## config.mk

```make
export PLATFORM = sky130hd
export DESIGN_NAME = round_robin_time_slice_scheduler
export DESIGN_NICKNAME = d
export VERILOG_FILES = /design/src/hw/rtl/rrts_pkg.sv /design/src/hw/rtl/rrts_ctrl.sv /design/src/hw/rtl/rrts_dp.sv /design/src/hw/rtl/round_robin_time_slice_scheduler.sv
export SDC_FILE = /design/constraint.sdc
export NUM_CORES = 2
export LEC_CHECK = 0
export BUFFER_PORTS_ARGS = -buffer_cell sky130_fd_sc_hd__buf_2
export CAP_MARGIN = 20
export CELL_PAD_IN_SITES_DETAIL_PLACEMENT = 2
export CELL_PAD_IN_SITES_GLOBAL_PLACEMENT = 2
export CORE_ASPECT_RATIO = 0.5
export CORE_MARGIN = 2
export CORE_UTILIZATION = 47
export CTS_CLUSTER_DIAMETER = 30
export DETAILED_ROUTE_END_ITERATION = 8
export PLACE_DENSITY = 0.76
export SLEW_MARGIN = 20
export SYNTH_ARGS = -nofsm -noshare
export SYNTH_HDL_FRONTEND = slang
export SYNTH_HIERARCHICAL = 1
export SYNTH_SLANG_ARGS = --single-unit
```

## constraint.sdc

```tcl
create_clock -name clk -period 7.64 [get_ports clk]
set_clock_uncertainty 0.1 [all_clocks]
set_input_delay 1.528 -clock clk [delete_from_list [all_inputs] [get_ports clk]]
set_output_delay 1.528 -clock clk [all_outputs]
set_load 0.02 [all_outputs]
```

## src/hw/rtl/rrts_pkg.sv

```systemverilog
// Shared types and constants for the round-robin time-slice scheduler.
// Used by rrts_ctrl, rrts_dp and the top level; depends on nothing else.
package rrts_pkg;

    localparam int ID_W    = 8;
    localparam int BURST_W = 16;
    localparam int TICK_W  = 32;
    localparam int SLICE_W = 8;

    localparam logic FUNC_ARRIVE = 1'b0;
    localparam logic FUNC_TICK   = 1'b1;

    localparam logic [SLICE_W-1:0] SLICE_RESET = 8'd4;
    localparam logic [SLICE_W-1:0] SLICE_MAX   = 8'hFF;
    localparam logic [TICK_W-1:0]  TICK_MAX    = 32'hFFFF_FFFF;

    // One ready-queue entry.
    typedef struct packed {
        logic [ID_W-1:0]    id;
        logic [BURST_W-1:0] remaining;
        logic [BURST_W-1:0] burst;
        logic [TICK_W-1:0]  arrival;
    } entry_t;

    // Controller to datapath.
    typedef struct packed {
        logic push;       // append an arriving process
        logic read_head;  // fetch the head entry
        logic rotate;     // move the head entry to the tail
        logic run;        // run the head for one tick
        logic report;     // emit the completion result
    } cmd_t;

    // Datapath to controller.
    typedef struct packed {
        logic rotate_due;
        logic finishing;
    } status_t;

endpackage

```

## src/hw/rtl/rrts_ctrl.sv

```systemverilog
// Sequencer for the round-robin time-slice scheduler.
// Depends on rrts_pkg for the command and status structs.
module rrts_ctrl
    import rrts_pkg::*;
(
    input  logic    clk,
    input  logic    rst_n,
    input  logic    start,
    input  logic    func,
    input  status_t status,
    output cmd_t    cmd,
    output logic    busy
);

    typedef enum logic [1:0] {
        ST_IDLE,
        ST_READ,
        ST_EXEC,
        ST_REPORT
    } state_t;

    state_t state_reg;
    state_t state_next;

    always_comb
    begin
        cmd        = '0;
        state_next = state_reg;
        case (state_reg)
            ST_IDLE:
            begin
                if (start)
                begin
                    if (func == FUNC_TICK)
                    begin
                        cmd.read_head = 1'b1;
                        state_next    = ST_EXEC;
                    end
                    else
                    begin
                        cmd.push = 1'b1;
                    end
                end
            end
            ST_READ:
            begin
                cmd.read_head = 1'b1;
                state_next    = ST_EXEC;
            end
            ST_EXEC:
            begin
                if (status.rotate_due)
                begin
                    // refetch the new head once the copy has landed
                    cmd.rotate = 1'b1;
                    state_next = ST_READ;
                end
                else
                begin
                    cmd.run    = 1'b1;
                    state_next = status.finishing ? ST_REPORT : ST_IDLE;
                end
            end
            ST_REPORT:
            begin
                cmd.report = 1'b1;
                state_next = ST_IDLE;
            end
            default:
            begin
                state_next = ST_IDLE;
            end
        endcase
    end

    always_ff @(posedge clk or negedge rst_n)
    begin
        if (!rst_n)
        begin
            state_reg <= ST_IDLE;
        end
        else
        begin
            state_reg <= state_next;
        end
    end

    assign busy = (state_reg != ST_IDLE);

endmodule

```

## src/hw/rtl/rrts_dp.sv

```systemverilog
// Datapath of the round-robin time-slice scheduler: ready-queue memory,
// pointers, tick and slice counters, result registers. Depends on rrts_pkg.
module rrts_dp
    import rrts_pkg::*;
#(
    parameter int QUEUE_DEPTH = 16
)
(
    input  logic               clk,
    input  logic               rst_n,
    input  cmd_t               cmd,
    output status_t            status,
    input  logic [ID_W-1:0]    proc_id,
    input  logic [BURST_W-1:0] burst_len,
    input  logic               cfg_we,
    input  logic [SLICE_W-1:0] time_slice,
    output logic               result_valid,
    output logic               rejected,
    output logic               ran,
    output logic [ID_W-1:0]    run_id,
    output logic               finished,
    output logic [TICK_W-1:0]  turnaround,
    output logic [TICK_W-1:0]  waiting
);

    localparam int PTR_W = (QUEUE_DEPTH > 1) ? $clog2(QUEUE_DEPTH) : 1;
    localparam int CNT_W = $clog2(QUEUE_DEPTH + 1);
    localparam logic [PTR_W-1:0] LAST_SLOT  = PTR_W'(QUEUE_DEPTH - 1);
    localparam logic [CNT_W-1:0] FULL_COUNT = CNT_W'(QUEUE_DEPTH);

    function automatic logic [PTR_W-1:0] next_slot(input logic [PTR_W-1:0] p);
        return (p == LAST_SLOT) ? '0 : PTR_W'(p + 1'b1);
    endfunction

    entry_t mem [QUEUE_DEPTH];
    entry_t rd_reg;

    logic               mem_we;
    logic [PTR_W-1:0]   mem_waddr;
    entry_t             mem_wdata;

    logic [PTR_W-1:0]   head_reg,       head_next;
    logic [PTR_W-1:0]   tail_reg,       tail_next;
    logic [CNT_W-1:0]   count_reg,      count_next;
    logic [SLICE_W-1:0] slice_used_reg, slice_used_next;
    logic               running_reg,    running_next;
    logic [TICK_W-1:0]  now_reg,        now_next;
    logic [SLICE_W-1:0] slice_reg;
    logic [TICK_W-1:0]  elapsed_reg,    elapsed_next;

    logic               valid_reg,      valid_next;
    logic               rejected_reg,   rejected_next;
    logic               ran_reg,        ran_next;
    logic [ID_W-1:0]    run_id_reg,     run_id_next;
    logic               finished_reg,   finished_next;
    logic [TICK_W-1:0]  turnaround_reg, turnaround_next;
    logic [TICK_W-1:0]  waiting_reg,    waiting_next;

    logic               queue_empty;
    logic               queue_full;
    logic [SLICE_W-1:0] slice_eff;
    logic [SLICE_W-1:0] slice_base;
    logic [TICK_W-1:0]  tick_done;
    logic [TICK_W-1:0]  burst_ext;
    logic [BURST_W-1:0] burst_fixed;

    assign queue_empty = (count_reg == '0);
    assign queue_full  = (count_reg == FULL_COUNT);
    assign slice_eff   = (slice_reg == '0) ? SLICE_W'(1) : slice_reg;
    assign slice_base  = running_reg ? slice_used_reg : '0;
    assign tick_done   = (now_reg == TICK_MAX) ? now_reg : now_reg + 1'b1;
    assign burst_ext   = {{(TICK_W - BURST_W){1'b0}}, rd_reg.burst};
    assign burst_fixed = (burst_len == '0) ? BURST_W'(1) : burst_len;

    assign status.rotate_due = running_reg && !queue_empty
                               && (slice_used_reg >= slice_eff);
    assign status.finishing  = !queue_empty && (rd_reg.remaining <= BURST_W'(1));

    always_comb
    begin
        head_next       = head_reg;
        tail_next       = tail_reg;
        count_next      = count_reg;
        slice_used_next = slice_used_reg;
        running_next    = running_reg;
        now_next        = now_reg;
        elapsed_next    = elapsed_reg;

        valid_next      = 1'b0;
        rejected_next   = rejected_reg;
        ran_next        = ran_reg;
        run_id_next     = run_id_reg;
        finished_next   = finished_reg;
        turnaround_next = turnaround_reg;
        waiting_next    = waiting_reg;

        mem_we          = 1'b0;
        mem_waddr       = tail_reg;
        mem_wdata       = rd_reg;

        if (cmd.push)
        begin
            valid_next      = 1'b1;
            rejected_next   = queue_full;
            ran_next        = 1'b0;
            run_id_next     = '0;
            finished_next   = 1'b0;
            turnaround_next = '0;
            waiting_next    = '0;
            if (!queue_full)
            begin
                mem_we              = 1'b1;
                mem_wdata.id        = proc_id;
                mem_wdata.remaining = burst_fixed;
                mem_wdata.burst     = burst_fixed;
                mem_wdata.arrival   = now_reg;
                tail_next           = next_slot(tail_reg);
                count_next          = count_reg + 1'b1;
            end
        end
        else if (cmd.rotate)
        begin
            mem_we          = 1'b1;
            head_next       = next_slot(head_reg);
            tail_next       = next_slot(tail_reg);
            running_next    = 1'b0;
            slice_used_next = '0;
        end
        else if (cmd.run)
        begin
            now_next        = tick_done;
            rejected_next   = 1'b0;
            finished_next   = 1'b0;
            turnaround_next = '0;
            waiting_next    = '0;
            if (queue_empty)
            begin
                valid_next  = 1'b1;
                ran_next    = 1'b0;
                run_id_next = '0;
            end
            else if (status.finishing)
            begin
                // pop now, report on the next cycle
                elapsed_next    = tick_done - rd_reg.arrival;
                head_next       = next_slot(head_reg);
                count_next      = count_reg - 1'b1;
                running_next    = 1'b0;
                slice_used_next = '0;
            end
            else
            begin
                valid_next          = 1'b1;
                ran_next            = 1'b1;
                run_id_next         = rd_reg.id;
                mem_we              = 1'b1;
                mem_waddr           = head_reg;
                mem_wdata.remaining = rd_reg.remaining - 1'b1;
                running_next        = 1'b1;
                slice_used_next     = (slice_base == SLICE_MAX) ? SLICE_MAX
                                                               : slice_base + 1'b1;
            end
        end
        else if (cmd.report)
        begin
            valid_next      = 1'b1;
            rejected_next   = 1'b0;
            ran_next        = 1'b1;
            run_id_next     = rd_reg.id;
            finished_next   = 1'b1;
            turnaround_next = elapsed_reg;
            waiting_next    = (elapsed_reg >= burst_ext) ? elapsed_reg - burst_ext : '0;
        end
    end

    // Queue storage: one write port, one registered read port.
    always_ff @(posedge clk)
    begin
        if (mem_we)
        begin
            mem[mem_waddr] <= mem_wdata;
        end
        if (cmd.read_head)
        begin
            rd_reg <= mem[head_reg];
        end
    end

    always_ff @(posedge clk or negedge rst_n)
    begin
        if (!rst_n)
        begin
            head_reg       <= '0;
            tail_reg       <= '0;
            count_reg      <= '0;
            slice_used_reg <= '0;
            running_reg    <= 1'b0;
            now_reg        <= '0;
            slice_reg      <= SLICE_RESET;
            valid_reg      <= 1'b0;
        end
        else
        begin
            head_reg       <= head_next;
            tail_reg       <= tail_next;
            count_reg      <= count_next;
            slice_used_reg <= slice_used_next;
            running_reg    <= running_next;
            now_reg        <= now_next;
            valid_reg      <= valid_next;
            if (cfg_we)
            begin
                slice_reg <= time_slice;
            end
        end
    end

    always_ff @(posedge clk)
    begin
        elapsed_reg    <= elapsed_next;
        rejected_reg   <= rejected_next;
        ran_reg        <= ran_next;
        run_id_reg     <= run_id_next;
        finished_reg   <= finished_next;
        turnaround_reg <= turnaround_next;
        waiting_reg    <= waiting_next;
    end

    assign result_valid = valid_reg;
    assign rejected     = rejected_reg;
    assign ran          = ran_reg;
    assign run_id       = run_id_reg;
    assign finished     = finished_reg;
    assign turnaround   = turnaround_reg;
    assign waiting      = waiting_reg;

endmodule

```

## src/hw/rtl/round_robin_time_slice_scheduler.sv

```systemverilog
// Round-robin scheduler with a fixed time slice; one result per request.
// Arrival: accepted without raising busy, result strobed the next cycle; back-to-back arrivals.
// Tick: head fetch from the queue memory, then execute; a finishing process adds a
// report state for the waiting subtract, and a head that rotates first adds a copy to
// tail, then a refetch and execute. Result strobes in the same cycle that busy drops.
// Reset clears pointers, counters and the tick; time_slice returns to 4; no clearing pass.
module round_robin_time_slice_scheduler
    import rrts_pkg::*;
#(
    parameter int QUEUE_DEPTH = 16
)
(
    input  logic               clk,
    input  logic               rst_n,
    input  logic               start,
    output logic               busy,
    input  logic               func,
    input  logic [ID_W-1:0]    proc_id,
    input  logic [BURST_W-1:0] burst_len,
    input  logic               cfg_valid,
    output logic               cfg_ready,
    input  logic [SLICE_W-1:0] time_slice,
    output logic               result_valid,
    output logic               rejected,
    output logic               ran,
    output logic [ID_W-1:0]    run_id,
    output logic               finished,
    output logic [TICK_W-1:0]  turnaround,
    output logic [TICK_W-1:0]  waiting
);

    cmd_t    cmd;
    status_t status;

    assign cfg_ready = !busy;

    rrts_ctrl u_ctrl (
        .clk    (clk),
        .rst_n  (rst_n),
        .start  (start),
        .func   (func),
        .status (status),
        .cmd    (cmd),
        .busy   (busy)
    );

    rrts_dp #(
        .QUEUE_DEPTH (QUEUE_DEPTH)
    ) u_dp (
        .clk          (clk),
        .rst_n        (rst_n),
        .cmd          (cmd),
        .status       (status),
        .proc_id      (proc_id),
        .burst_len    (burst_len),
        .cfg_we       (cfg_valid && cfg_ready),
        .time_slice   (time_slice),
        .result_valid (result_valid),
        .rejected     (rejected),
        .ran          (ran),
        .run_id       (run_id),
        .finished     (finished),
        .turnaround   (turnaround),
        .waiting      (waiting)
    );

endmodule

```

; ---- Word level (Yosys, flattened, before mapping)
; Memory sizes are Yosys's and may differ from the RTL's. A register that Yosys moved wholly into a read port is not among the register bits.
; Cells that the tools add are included.
[op_classes]
add_sub_neg = 9
n_lt_le_gt_ge = 3
eq_ne = 15
n_mux = 85
bitwise_logic = 3
n_reduce_logical = 28
[op_table]
columns = operator, count
row1 = $mux 32, 6
row2 = $mux 16, 6
row3 = $mux 8, 12
row4 = $mux 72, 1
row5 = $mux 4, 14
row6 = $mux 48, 1
row7 = $add 32x1->32 const B, 1
row8 = $eq 32x32->1 const B, 1
row9 = $ge 32x16->1, 1
row10 = $sub 32x16->32, 1
row11 = $sub 32x32->32, 1
row12 = $mux 1, 31
row13 = $mux 5, 6
row14 = $le 16x1->1 const B, 1
row15 = $logic_not 16->1, 1
row16 = $sub 16x1->16 const B, 1
row17 = $reduce_bool 2->1, 7
row18 = $mux 2, 6
row19 = $ne 2x2->1 const B, 5
row20 = $reduce_and 5->1, 2
row21 = $reduce_and 3->1, 3
row22 = $add 4x1->4 const B, 2
row23 = $add 8x1->8 const B, 1
row24 = $eq 4x4->1 const B, 2
row25 = 20 further kinds, 30
[word_totals]
reg_bits = 172
ramBits = 1152
output_inout_bits = 78
mem_count = 1
[memory_table]
columns = memory, words, width, read_ports, rd_clocked_by_memory_dff, write_ports, line_no
row1 = u_dp.mem, 16, 72, 1, 1, 1, rrts_dp.sv:35  ; entry_t mem [QUEUE_DEPTH];

; ---- Logic depth before layout (Yosys ltp)
[logic_depth]
word_depth = 11
mapped_depth = 20

; ---- By module
; Netlist, hierarchy kept.
[by_module_without_submodules]
columns = mod, instances, cells_per_inst, area_per_inst_um2, seq_area_each_um2
row1 = rrts_dp, 1, 3491, 57174.8, 40805.4
row2 = rrts_ctrl, 1, 14, 118.9, 50.0
row3 = round_robin_time_slice_scheduler, 1, 2, 10.0, 0.0

; ---- Worst setup path after synthesis
; OpenSTA, ideal clock, no wires.
[synth_path]
path_kind = flip-flop to flip-flop
start = register u_dp.slice_reg[2]
end = memory u_dp/mem[1][0] (netlist name) (enable)
setup_time_ps = 503
t_arrival_ps = 6170
required_ps = 7037
path_slack_ps = 868
path_stages_with_launch = 20
path_cell_list = dfstp_2 > nor4_1 > a41o_1 > ha_1 > nand2b_1 > a21o_1 > a21o_1 > a21oi_1 > nor2b_1 > o21ai_0 > a211oi_1 > inv_1 > nor2_1 > clkbuf_1 > nor2_1 > and3_4 > buf_6 > nand3_1 > o41a_2 > nor2_1
[synth_rtl]
columns = item, line_no
row1 = start: declaration, rrts_dp.sv:48  ; logic [SLICE_W-1:0] slice_reg;
row2 = start signal: assignment, rrts_dp.sv:213  ; slice_reg <= time_slice;
row3 = end: declaration, rrts_dp.sv:35

==> impl_results.md <==
* Status: finished clean
* Tmin final at about 6.3 ns
* Fin util at 0.548
* Unrepaired setup endpoints after global routing: no
* Final Hold Vio Count at 0
* Final worst-path cycle share at 0.821
* Syn avg cell area at 16.3 um2
* Largest net degree at the start of global routing at 116
* Hold_buf cts at 0
* Top-count cell post-synth: edfxtp_1
* Mapped Nets at approximately 3600
* CTS tree: built
* YS warnings at 6
* Clock Latency Late Sink at 0.81 ns
* Clock sink count at 1396
* Initial core utilization at 0.475
* Fmax at 159 MHz
* GP Congestion at 0.822
* Max FFs per register at ~1200
* Critical path data required time at just under 8 ns
* Dpl hpwl at about 120000 um
* Total Neg Setup Slack at 0 ns
* DR vias at 37500
* DRT iter0 DRCs at 4884
* First-pass GRT wire length at 319000 um
* Unique cell type count in the Yosys netlist at 88
* Top FF cell, synth: edfxtp_1
* Routed vias/inst at about 6.9
* Maximum VDD drop at 283 uV
* Crit path kind: flop to flop
* CTS buffer count at 170
* Max FO, Critical Path at 43
* Slew headroom at 0.209
* Post-route antenna net violation count at 0
* Critical Path AT at ~6.6 ns
* Initial antenna violation count at 10
* Pwr/cell area at 343 mW/mm2
* Die area at 0.125 mm2
* Area contributors post-synth: edfxtp_1 (66%), mux4_2 (5.7%), mux2i_1 (5.3%), dfrtp_1 (2.8%), dfxtp_1 (2.6%)
* CORE AREA at 0.121 mm2
* Post-CTS Setup Inserts at 0
* Total power at 0.0227 W
* HP Class: flop to flop
* Max-cap viol count at 0
* I/O pin total at 115
* Drt first pass iters at 5
* Mapped cell area at 0.0573 mm2
* Commonest cells in the netlist: edfxtp_1 (1257), mux2i_1 (305), nand2_1 (284)
* # H-tree levels at 4
* Gr usage total at 0.362
* Final setup fails at 0
* Clk root buf: clkbuf_16
* Largest area contributor in the netlist: edfxtp_1
* DRC Markers at 0
* Row count at 90
* CP startpoint kind: flop
* CTS resizes at 0
* Async SR Flop Fraction at 0.0466
* Register bit count reported by yosys at between 1000 and 1500
* Fin nets at 3819
* Wire per inst at just over 40 um
* Die Span Y at ~250 um
* DIE WIDTH at ~500 um
* Maximum buffer depth of the clock tree at 3
* Area Growth Syn to Fin at 15.4%
* Share of cells above drive strength 1 at 0.189
* Syn Inst Count at between 3000 and 4000
* Measured slew at the worst slew-check pin at 1.18 ns
* Number of synthesized flops with an enable pin at between 1000 and 1500
* Worst-path clk slew at 0.06 ns
* Leak Pwr at between 20 and 25 nW
* WL final at 227000 um
* Slew Viols, Final at 0
* Vias in the first global route at slightly above 40000
* Synth top area share at 0.659
* Total congestion overflow at 0
* Part of the Yosys area used for sequential elements at 0.713
* Port-buffer cells at around 110
* CP endpoint kind: flop
## placed cells by master, fill, tap and decap left out, types with 27 or more instances in the layout
master / Yosys / final
ha_1: 64 / 64
a22o_1: 42 / 42
xor2_1: 63 / 63
inv_1: 89 / 88
a22oi_1: 70 / 70
buf_2: 33 / 113
dfrtp_1: 64 / 60
edfxtp_1: 1257 / 1257
clkbuf_16: 0 / 173
nand3_1: 46 / 46
nor2_1: 98 / 79
o21ai_0: 200 / 189
dfxtp_1: 74 / 74
a21oi_1: 70 / 61
nand2_1: 284 / 284
a221oi_1: 145 / 145
mux2i_1: 305 / 300
buf_4: 1 / 75
xnor2_1: 73 / 73
clkinv_2: 0 / 27
mux4_2: 144 / 144
## per-stage QoR
stage	hold WS (ns)	instances	instance area (um2)	setup WS [ns]
2_1_floorplan	0.361	3507	57300	0.868
3_3_place_gp	0.332	5143	60300	2.09
3_5_place_dp	0.345	5143	60300	1.70
4_1_cts	0.374	5450	65900	1.48
5_1_grt	0.399	5460	66100	1.20
6_report	0.364	5463	66100	1.37
## routing by layer
metal / track usage / vias to the layer above / share of wire
met3: 0.0750 / 707 / 0.085
met2: 0.598 / 2557 / 0.49
met1: 0.448 / 19900 / 0.37
met5: 0 / - / 0.00016
met4: 0.200 / 6 / 0.057
li1: - / 14300 / -
## critical path: stages (launching register included)
cell	delay, ns
dfstp_2	0.53
nor4_1	0.05
a41o_1	0.25
ha_1	0.29
nand2b_1	0.11
a21o_1	0.12
a21o_1	0.13
a21oi_1	0.07
nor2b_1	0.10
o21ai_0	0.09
a211oi_1	0.59
inv_1	0.18
nor2_1	0.60
nor2_1	0.37
and3_4	0.40
nor3b_1	0.34
a31oi_2	0.19
nor2_4	0.82
buf_12	0.42
## final timing paths
path / start / to / slack [ns] / cells after the start
min reg2reg: u_dp/waiting[19]$_SDFFE_PP0P_ / u_dp/waiting[19]$_SDFFE_PP0P_ / 0.36 / 2
max reg2reg: u_dp/slice_reg[2]$_DFFE_PN1P_ / u_dp/mem[6][21]$_DFFE_PP_ / 1.37 / 18
min: u_dp/waiting[19]$_SDFFE_PP0P_ / u_dp/waiting[19]$_SDFFE_PP0P_ / 0.36 / 2
max: u_dp/slice_reg[2]$_DFFE_PN1P_ / u_dp/mem[6][21]$_DFFE_PP_ / 1.37 / 18
max in group asynchronous: rst_n / u_dp/head_reg[0]$_DFFE_PN0P_ / 5.72 / 2
min in group asynchronous: rst_n / u_dp/slice_reg[7]$_DFFE_PN0P_ / 0.50 / 1
## cells by family (layout without fill, tap and decap cells)
| kind of cell | after synthesis | count (layout) | share of synthesized area |
|---|---|---|---|
| compound gates | 627 | 627 | 0.0760 |
| xor+xnor | 137 | 137 | 0.0211 |
| fa+ha+maj | 67 | 67 | 0.0150 |
| buf+inv | 270 | 613 | 0.0188 |
| flops | 1396 | 1396 | 0.713 |
| mux | 454 | 454 | 0.111 |
| other cells | 0 | 3 | 0 |
| simple gates | 556 | 556 | 0.0451 |
## where the power goes
| part | total [W] | internal [W] | switching (W) |
|---|---|---|---|
| registers | 0.00961 | 0.00923 | 0.000387 |
| clock network | 0.00856 | 0.00485 | 0.00371 |
| logic | 0.00454 | 0.00160 | 0.00294 |
## cell type report
class | count | area [um2]
flip-flops and latches | 1396 | 40900
multi-input cells | 1841 | 15600
inverters | 90 | 340
fillers | 10400 | 54600
clock buffers | 197 | 4470
well taps | 1610 | 2010
repair buffers | 216 | 1640
clock inverters | 110 | 1170
diodes | 3 | 7.51
Note: power is estimated with default switching activity, not from simulation.
